## config.mk

```make
export PLATFORM = sky130hd
export DESIGN_NAME = pin_pulse_event_capture_top_flat
export DESIGN_NICKNAME = d
export VERILOG_FILES = /design/src/rtl/ppec_pkg.sv /design/src/rtl/ppec_req_if.sv /design/src/rtl/ppec_rsp_if.sv /design/src/rtl/pin_pulse_event_capture_top.sv /design/src/flat_wrapper.sv
export SDC_FILE = /design/constraint.sdc
export NUM_CORES = 1
export LEC_CHECK = 0
export BUFFER_PORTS_ARGS = -buffer_cell sky130_fd_sc_hd__buf_4
export CORE_AREA = 5 5 241 243
export DETAILED_ROUTE_END_ITERATION = 10
export DIE_AREA = 0 0 246 248
export GPL_TIMING_DRIVEN = 0
export PLACE_DENSITY = 0.69
export SLEW_MARGIN = 20
export SYNTH_ARGS = -nofsm -noshare
export SYNTH_HDL_FRONTEND = slang
export SYNTH_SLANG_ARGS = --single-unit
```

## constraint.sdc

```tcl
create_clock -name clk -period 7.22 [get_ports clk]
set_clock_uncertainty 0.15 [all_clocks]
set_input_delay 1.444 -clock clk [delete_from_list [all_inputs] [get_ports clk]]
set_output_delay 1.444 -clock clk [all_outputs]
set_load 0.05 [all_outputs]
```

## src/rtl/ppec_pkg.sv

```systemverilog
// Shared types and constants for the pin pulse event capture block.
package ppec_pkg;

	// Width of the microsecond time base used for pulse measurement (16 to 64).
	localparam int TIME_BITS = 64;

	localparam logic [3:0] PIN_BITS       = 4'hf;
	localparam logic [3:0] EDGE_FALL      = 4'h4;
	localparam logic [3:0] EDGE_RISE      = 4'h8;
	localparam logic [5:0] PULSE_BITS     = 6'h30;
	localparam logic [5:0] LOW_PULSE_BIT  = 6'h10;
	localparam logic [5:0] HIGH_PULSE_BIT = 6'h20;

	typedef enum logic {
		ACT_PIN_EVENT = 1'b0,
		ACT_WAIT      = 1'b1
	} action_t;

	typedef enum logic [1:0] {
		STATUS_OK        = 2'd0,
		STATUS_NOT_READY = 2'd1,
		STATUS_BAD_SEL   = 2'd2
	} status_t;

endpackage

```

## src/rtl/ppec_req_if.sv

```systemverilog
// Request channel: pin events and wait requests.
interface ppec_req_if import ppec_pkg::*; ();
	logic        valid;
	logic        ready;
	action_t     action;
	logic [3:0]  event_bits;
	logic [63:0] timestamp;
	logic [5:0]  wait_selection;

	modport source (output valid, action, event_bits, timestamp, wait_selection, input ready);
	modport sink (input valid, action, event_bits, timestamp, wait_selection, output ready);
endinterface

```

## src/rtl/ppec_rsp_if.sv

```systemverilog
// Response channel: one result per request.
interface ppec_rsp_if import ppec_pkg::*; ();
	logic        valid;
	logic        ready;
	status_t     status;
	logic [63:0] pulse_width;
	logic [3:0]  irq_enable;
	logic [5:0]  pending_events;
	logic        notify;

	modport source (output valid, status, pulse_width, irq_enable, pending_events, notify,
		input ready);
	modport sink (input valid, status, pulse_width, irq_enable, pending_events, notify,
		output ready);
endinterface

```

## src/rtl/pin_pulse_event_capture_top.sv

```systemverilog
// Pin event latch with low and high pulse-width capture.
//
//   channel  direction  handshake     carries
//   req      in         valid/ready   action, event_bits, timestamp, wait_selection
//   rsp      out        valid/ready   status, pulse_width, irq_enable, pending_events, notify
//
// Each request is taken into an input register, processed against the event
// state combinationally and written to the response register; one request per
// cycle is sustained while the response is not stalled. The compare, subtract
// and latch on the input register set this rate. The input register keeps
// accepting while the response register drains; a stalled response holds the
// request stage, and the request channel stalls only once both are full.
// Reset (arst_n low) clears all event, arming and measurement state.
module pin_pulse_event_capture_top import ppec_pkg::*; (
	input logic       clk,
	input logic       arst_n,
	ppec_req_if.sink  req,
	ppec_rsp_if.source rsp
);

	// Request stage.
	logic                 valid_s1;
	action_t              action_s1;
	logic [3:0]           event_bits_s1;
	logic [TIME_BITS-1:0] timestamp_s1;
	logic [5:0]           selection_s1;

	// Event state.
	logic [5:0]           armed_q;
	logic [5:0]           latched_q;
	logic [TIME_BITS-1:0] low_val_q;
	logic                 low_prog_q;
	logic [TIME_BITS-1:0] high_val_q;
	logic                 high_prog_q;

	// Response register.
	logic                 rsp_valid_q;
	status_t              status_q;
	logic [63:0]          width_q;
	logic [3:0]           irq_q;
	logic [5:0]           pending_q;
	logic                 notify_q;

	// Next-state values.
	logic [5:0]           armed_d;
	logic [5:0]           latched_d;
	logic [TIME_BITS-1:0] low_val_d;
	logic                 low_prog_d;
	logic [TIME_BITS-1:0] high_val_d;
	logic                 high_prog_d;
	status_t              status_d;
	logic [TIME_BITS-1:0] width_d;
	logic [3:0]           irq_d;
	logic [5:0]           ev;
	logic [5:0]           sel_minus_one;
	logic                 fall;
	logic                 rise;
	logic                 s1_fire;

	assign s1_fire   = valid_s1 && (!rsp_valid_q || rsp.ready);
	assign req.ready = !valid_s1 || s1_fire;

	assign fall          = (event_bits_s1 & EDGE_FALL) != 4'h0;
	assign rise          = (event_bits_s1 & EDGE_RISE) != 4'h0;
	assign sel_minus_one = selection_s1 - 6'd1;

	always_comb begin
		armed_d     = armed_q;
		latched_d   = latched_q;
		low_val_d   = low_val_q;
		low_prog_d  = low_prog_q;
		high_val_d  = high_val_q;
		high_prog_d = high_prog_q;
		status_d    = STATUS_OK;
		width_d     = '0;
		ev          = {2'b00, event_bits_s1};

		if (action_s1 == ACT_PIN_EVENT) begin
			// Within one event the start edge is taken before the end edge.
			if ((armed_q & LOW_PULSE_BIT) != 6'h0) begin
				if (fall && !low_prog_d) begin
					low_val_d  = timestamp_s1;
					low_prog_d = 1'b1;
				end
				if (rise && low_prog_d) begin
					low_val_d  = timestamp_s1 - low_val_d;
					low_prog_d = 1'b0;
					ev         = ev | LOW_PULSE_BIT;
				end
			end
			if ((armed_q & HIGH_PULSE_BIT) != 6'h0) begin
				if (rise && !high_prog_d) begin
					high_val_d  = timestamp_s1;
					high_prog_d = 1'b1;
				end
				if (fall && high_prog_d) begin
					high_val_d  = timestamp_s1 - high_val_d;
					high_prog_d = 1'b0;
					ev          = ev | HIGH_PULSE_BIT;
				end
			end
			// Edges only drive the pulse logic while a pulse is armed.
			if ((armed_q & PULSE_BITS) != 6'h0) begin
				ev = ev & ~{2'b00, EDGE_FALL | EDGE_RISE};
			end
			latched_d = latched_q | ev;
			armed_d   = armed_q & ~ev;
		end else if ((selection_s1 & sel_minus_one) != 6'h0) begin
			status_d = STATUS_BAD_SEL;
		end else if ((latched_q & selection_s1) != 6'h0) begin
			latched_d = latched_q & ~selection_s1;
			if ((selection_s1 & LOW_PULSE_BIT) != 6'h0) begin
				width_d = low_val_q;
			end
			if ((selection_s1 & HIGH_PULSE_BIT) != 6'h0) begin
				width_d = high_val_q;
			end
		end else begin
			armed_d  = armed_q | selection_s1;
			status_d = STATUS_NOT_READY;
		end

		irq_d = armed_d[3:0] & PIN_BITS;
		if ((armed_d & PULSE_BITS) != 6'h0) begin
			irq_d = irq_d | EDGE_FALL | EDGE_RISE;
		end
	end

	always_ff @(posedge clk or negedge arst_n) begin
		if (!arst_n) begin
			valid_s1 <= 1'b0;
		end else if (req.ready) begin
			valid_s1 <= req.valid;
		end
	end

	always_ff @(posedge clk) begin
		if (req.valid && req.ready) begin
			action_s1     <= req.action;
			event_bits_s1 <= req.event_bits;
			timestamp_s1  <= req.timestamp[TIME_BITS-1:0];
			selection_s1  <= req.wait_selection;
		end
	end

	always_ff @(posedge clk or negedge arst_n) begin
		if (!arst_n) begin
			armed_q     <= '0;
			latched_q   <= '0;
			low_val_q   <= '0;
			low_prog_q  <= 1'b0;
			high_val_q  <= '0;
			high_prog_q <= 1'b0;
			rsp_valid_q <= 1'b0;
		end else begin
			if (s1_fire) begin
				armed_q     <= armed_d;
				latched_q   <= latched_d;
				low_val_q   <= low_val_d;
				low_prog_q  <= low_prog_d;
				high_val_q  <= high_val_d;
				high_prog_q <= high_prog_d;
				rsp_valid_q <= 1'b1;
			end else if (rsp.ready) begin
				rsp_valid_q <= 1'b0;
			end
		end
	end

	always_ff @(posedge clk) begin
		if (s1_fire) begin
			status_q  <= status_d;
			width_q   <= 64'(width_d);
			irq_q     <= irq_d;
			pending_q <= latched_d;
			notify_q  <= (action_s1 == ACT_PIN_EVENT);
		end
	end

	assign rsp.valid          = rsp_valid_q;
	assign rsp.status         = status_q;
	assign rsp.pulse_width    = width_q;
	assign rsp.irq_enable     = irq_q;
	assign rsp.pending_events = pending_q;
	assign rsp.notify         = notify_q;

endmodule

```

## src/flat_wrapper.sv

```systemverilog
// flat-port wrapper written by rule: the top's interface ports become plain ports
module pin_pulse_event_capture_top_flat import ppec_pkg::*;
  (clk, arst_n, req_valid, req_action, req_event_bits, req_timestamp, req_wait_selection, req_ready, rsp_valid, rsp_status, rsp_pulse_width, rsp_irq_enable, rsp_pending_events, rsp_notify, rsp_ready);
  ppec_req_if req_i ();
  ppec_rsp_if rsp_i ();
  input logic clk;
  input logic arst_n;
  input wire logic [$bits(req_i.valid)-1:0] req_valid;
  input wire logic [$bits(req_i.action)-1:0] req_action;
  input wire logic [$bits(req_i.event_bits)-1:0] req_event_bits;
  input wire logic [$bits(req_i.timestamp)-1:0] req_timestamp;
  input wire logic [$bits(req_i.wait_selection)-1:0] req_wait_selection;
  output wire logic [$bits(req_i.ready)-1:0] req_ready;
  output wire logic [$bits(rsp_i.valid)-1:0] rsp_valid;
  output wire logic [$bits(rsp_i.status)-1:0] rsp_status;
  output wire logic [$bits(rsp_i.pulse_width)-1:0] rsp_pulse_width;
  output wire logic [$bits(rsp_i.irq_enable)-1:0] rsp_irq_enable;
  output wire logic [$bits(rsp_i.pending_events)-1:0] rsp_pending_events;
  output wire logic [$bits(rsp_i.notify)-1:0] rsp_notify;
  input wire logic [$bits(rsp_i.ready)-1:0] rsp_ready;
  assign req_i.valid = req_valid;
  assign req_i.action = req_action;
  assign req_i.event_bits = req_event_bits;
  assign req_i.timestamp = req_timestamp;
  assign req_i.wait_selection = req_wait_selection;
  assign req_ready = req_i.ready;
  assign rsp_valid = rsp_i.valid;
  assign rsp_status = rsp_i.status;
  assign rsp_pulse_width = rsp_i.pulse_width;
  assign rsp_irq_enable = rsp_i.irq_enable;
  assign rsp_pending_events = rsp_i.pending_events;
  assign rsp_notify = rsp_i.notify;
  assign rsp_i.ready = rsp_ready;
  pin_pulse_event_capture_top u_core (.clk(clk), .arst_n(arst_n), .req(req_i), .rsp(rsp_i));
endmodule
```

==> impl_metrics.toml <==
[status]
violations = "setup timing"
status = "finished with violations"

[placement]
place_congestion = 1.03
io_buffers = 157
dpl.cell_count = 4035
postPlaceCellArea_um2 = 27000
post-dp-hpwl_um = 80300

[run]
drv_cap = 0

[worst_setup_path]
crit_cells = 24
worstSetupEndpointType = "flip-flop"
arrival_ns = 7.52
critical_path_class = "flip-flop to flip-flop"
reg2reg_depth = 24
cp_top_family = "compound AO/OA/AOI/OAI gates"
rrSetupSlack_ns = -0.02
r2r-end = "u_core.low_val_q[63]$_DFFE_PN0P_"
critPathBufInv = 10
critPathMaxStageDelay_ns = 0.59
r2r-start = "u_core.event_bits_s1[2]$_DFFE_PP_"
crit_chain = "buf_4 -> and2b_1 -> buf_4 -> buf_2 -> clkbuf_4 -> buf_6 -> buf_6 -> buf_6 -> buf_2 -> mux2i_1 -> ha_1 -> o21ai_0 -> a211o_1 -> a2bb2oi_1 -> a211o_2 -> a31oi_4 -> buf_12 -> o211ai_4 -> a31oi_4 -> buf_4 -> o41ai_2 -> o311ai_0 -> a22oi_1 -> o221ai_1"
start_kind = "flip-flop"
critPathMaxFanout = 19
crit_slowest_cell = "buf_2"
cp.required_ns = 7.50

[synthesis]
avgSynthCellArea_um2 = 7.95
synth_seq_cells = 296
netlist_area_um2 = 24800
synth_edf_count = 152
yosysMostFrequentCell = "nor2_1"
synthesis.instances = 3118
yosysSeqAreaShare_pct = 33.0
yosysTopAreaCellShare_pct = 18.4
ys_top_cells_by_area = "edfxtp_1 18%, dfrtp_1 15%, nor2_1 6.3%"
async_reset_ff_share_pct = 48.6
synth_top_cell_by_area = "edfxtp_1"
ys.flop_type = "edfxtp_1"
ys_warn_count = 0
netlist_top_cells_count = "418 x nor2_1, 306 x nand2_1, 302 x a21oi_1"
syn-num-nets = 3247
synth.distinct_cells = 111

[sta]
finalHoldViolations = 0
setup_slack_ns = -0.0208
maxSlewHeadroom_pct = 9.49
clock.fmax_ghz = 0.138
slew_viol_final = 0
tightest_slew_ns = 1.36
setup_viol = 1
min_period_ns = 7.24
fin_crit_sh_pct = 100

[clock_network]
cts_tree = "done"
h-tree-depth = 2
clockBufferDepth = 3
clk_pin_slew_ns = 0.07
cts_inserted_buffers = 37
hold_buffers = 0
clock-sinks = 296
clkLatencyLatePin_ns = 0.58
clockRootBuffer = "clkbuf_16"

[global_routing]
grt_max_degree = 76
grt.total_usage_pct = 34.5
use_met2_pct = 49.9
antenna_found_initial = 1
grt_pass1_vias = 24170
grt_use_met1_pct = 47.0
grt.met3_usage_pct = 8.95
grt_pass1_wl_um = 158000
grt_busiest_layer = "met2"
grt.overflow.total = 0

[min_path]
min_path_type = "flip-flop to flip-flop"
hold_path_end = "u_core.rsp.valid$_DFFE_PN0P_"
min_from = "u_core.valid_s1$_DFFE_PN0N_"
holdPathStages = 1

[floorplanning]
start_util_pct = 44.5
rows = 87
dieArea_um2 = 61000
die_w_um = 246
core_region_area_um2 = 55700
die_y_um = 248
ioPinCount = 158

[detailed_routing]
drt_iter0_drc = 3596
vias = 26270
antenna_left = 0
wl_per_cell_um = 26.5
viasPerCell = 6.38
routed_wl_um = 109000
drc = 0
firstDrtPassIters = 6

[power]
peakVddDrop_mv = 0.178
p_per_area_nw_per_um2 = 310
leakagePower_nw = 11.0

[final_layout]
instances_no_fill = 4119
syn_to_final_growth_pct = 15.8
drive_above_1_share_pct = 12.6
fin_area_um2 = 28700
num-nets-final = 3460
-- per-layer routing --
layer,share of wire [%],vias to the layer above
met5,0,-
met4,6.5,0
met3,12,377
met2,41,1589
met1,40,12540
li1,-,11764
-- sequential cells by signal, indices dropped and copies added (netlist names) --
name / cells
u_core.high_val_q: 64
u_core.low_val_q: 64
u_core.rsp.pulse_width: 64
u_core.timestamp_s1: 64
u_core.armed_q: 6
u_core.latched_q: 6
u_core.rsp.pending_events: 6
u_core.selection_s1: 6
u_core.event_bits_s1: 4
u_core.rsp.irq_enable: 4
u_core.rsp.status: 2
u_core.action_s1: 1
u_core.high_prog_q: 1
u_core.low_prog_q: 1
u_core.rsp.notify: 1
u_core.rsp.valid: 1
u_core.valid_s1: 1
-- cells in the final DEF, fill, tap and decap left out, types with 49 or more instances in the layout --
master,count
nand3_1,82
nand2b_1,78
mux2i_1,58
o22ai_1,49
nand2_1,306
a31oi_1,80
clkbuf_1,166
nor2b_1,49
dfrtp_1,144
xnor2_1,57
inv_1,105
nor3_1,83
edfxtp_1,152
o21ai_0,188
buf_4,183
maj3_1,89
nor2_1,417
a21oi_1,301
-- logic make-up (layout without fill, tap and decap cells) --
logic type / Yosys count / count (layout) / synth area share, %
compound gates: 1004 / 1005 / 27.2
xor+xnor: 101 / 101 / 3.57
fa+ha+maj: 144 / 144 / 6.41
buf+inv: 362 / 602 / 6.07
flops: 296 / 296 / 33.0
mux: 66 / 66 / 2.71
other cells: 0 / 4 / 0
simple gates: 1145 / 1145 / 21.1
-- worst register-to-register path, stage by stage (launching register included) --
cell,delay (ns)
edfxtp_1,0.39
buf_4,0.21
and2b_1,0.14
buf_4,0.17
buf_2,0.29
clkbuf_4,0.37
buf_6,0.32
buf_6,0.28
buf_6,0.28
buf_2,0.59
mux2i_1,0.29
ha_1,0.31
o21ai_0,0.14
a211o_1,0.34
a2bb2oi_1,0.31
a211o_2,0.28
a31oi_4,0.12
buf_12,0.19
o211ai_4,0.38
a31oi_4,0.23
buf_4,0.21
o41ai_2,0.53
o311ai_0,0.20
a22oi_1,0.22
o221ai_1,0.14
-- worst max-delay path by stage --
stage	endpoint	slack [ns]	from
finish	u_core.low_val_q[63]$_DFFE_PN0P_	-0.02	u_core.event_bits_s1[2]$_DFFE_PP_
global placement	u_core.low_val_q[24]$_DFFE_PN0P_	-2.43	u_core.event_bits_s1[2]$_DFFE_PP_
detailed placement	u_core.low_val_q[35]$_DFFE_PN0P_	-2.36	u_core.event_bits_s1[2]$_DFFE_PP_
floorplan	u_core.high_val_q[37]$_DFFE_PN0P_	1.46	u_core.event_bits_s1[3]$_DFFE_PP_
global route	u_core.low_val_q[37]$_DFFE_PN0P_	-0.005	u_core.event_bits_s1[2]$_DFFE_PP_
CTS	u_core.low_val_q[37]$_DFFE_PN0P_	0.04	u_core.event_bits_s1[2]$_DFFE_PP_
-- layout make-up --
cell class                 instances  area [um^2]
sequential                       296         8170
inverter                         106          400
tap                              756          946
buffer                           252         1170
timing repair buffer             177         1470
clock inverter                    21          253
antenna                            4         10.0
multi-input combinational       2461        15300
clock buffer                      46         1010
fill                            5559        27000
-- power by group --
group	total, mW	switching [mW]	internal [mW]
registers	2.20	0.183	2.02
logic	4.70	3.11	1.59
clock network	1.99	0.809	1.18
total	8.89	4.11	4.79
-- what timing repair did --
item / in CTS / in global routing
pin swaps: 7 / 6
gates resized for setup: 54 / 12
gates cloned: 1 / 0
buffers inserted: 12 / 4
endpoints found under the setup margin: 110 / 83
-- per-stage QoR --
step	TNS [ns]	hold WS, ns	utilization (%)	setup WS [ns]	power [mW]
floorplan	0	0.307	-	1.46	5.27
global placement	-179.55	0.317	48.3	-2.43	6.61
detailed placement	-173.81	0.329	48.5	-2.36	6.63
CTS	0	0.348	51.3	0.0422	8.71
global route	-0.00534	0.379	51.5	-0.00534	9.28
finish	-0.0208	0.350	51.5	-0.0208	8.89
Power figures use the tool's default switching activity.
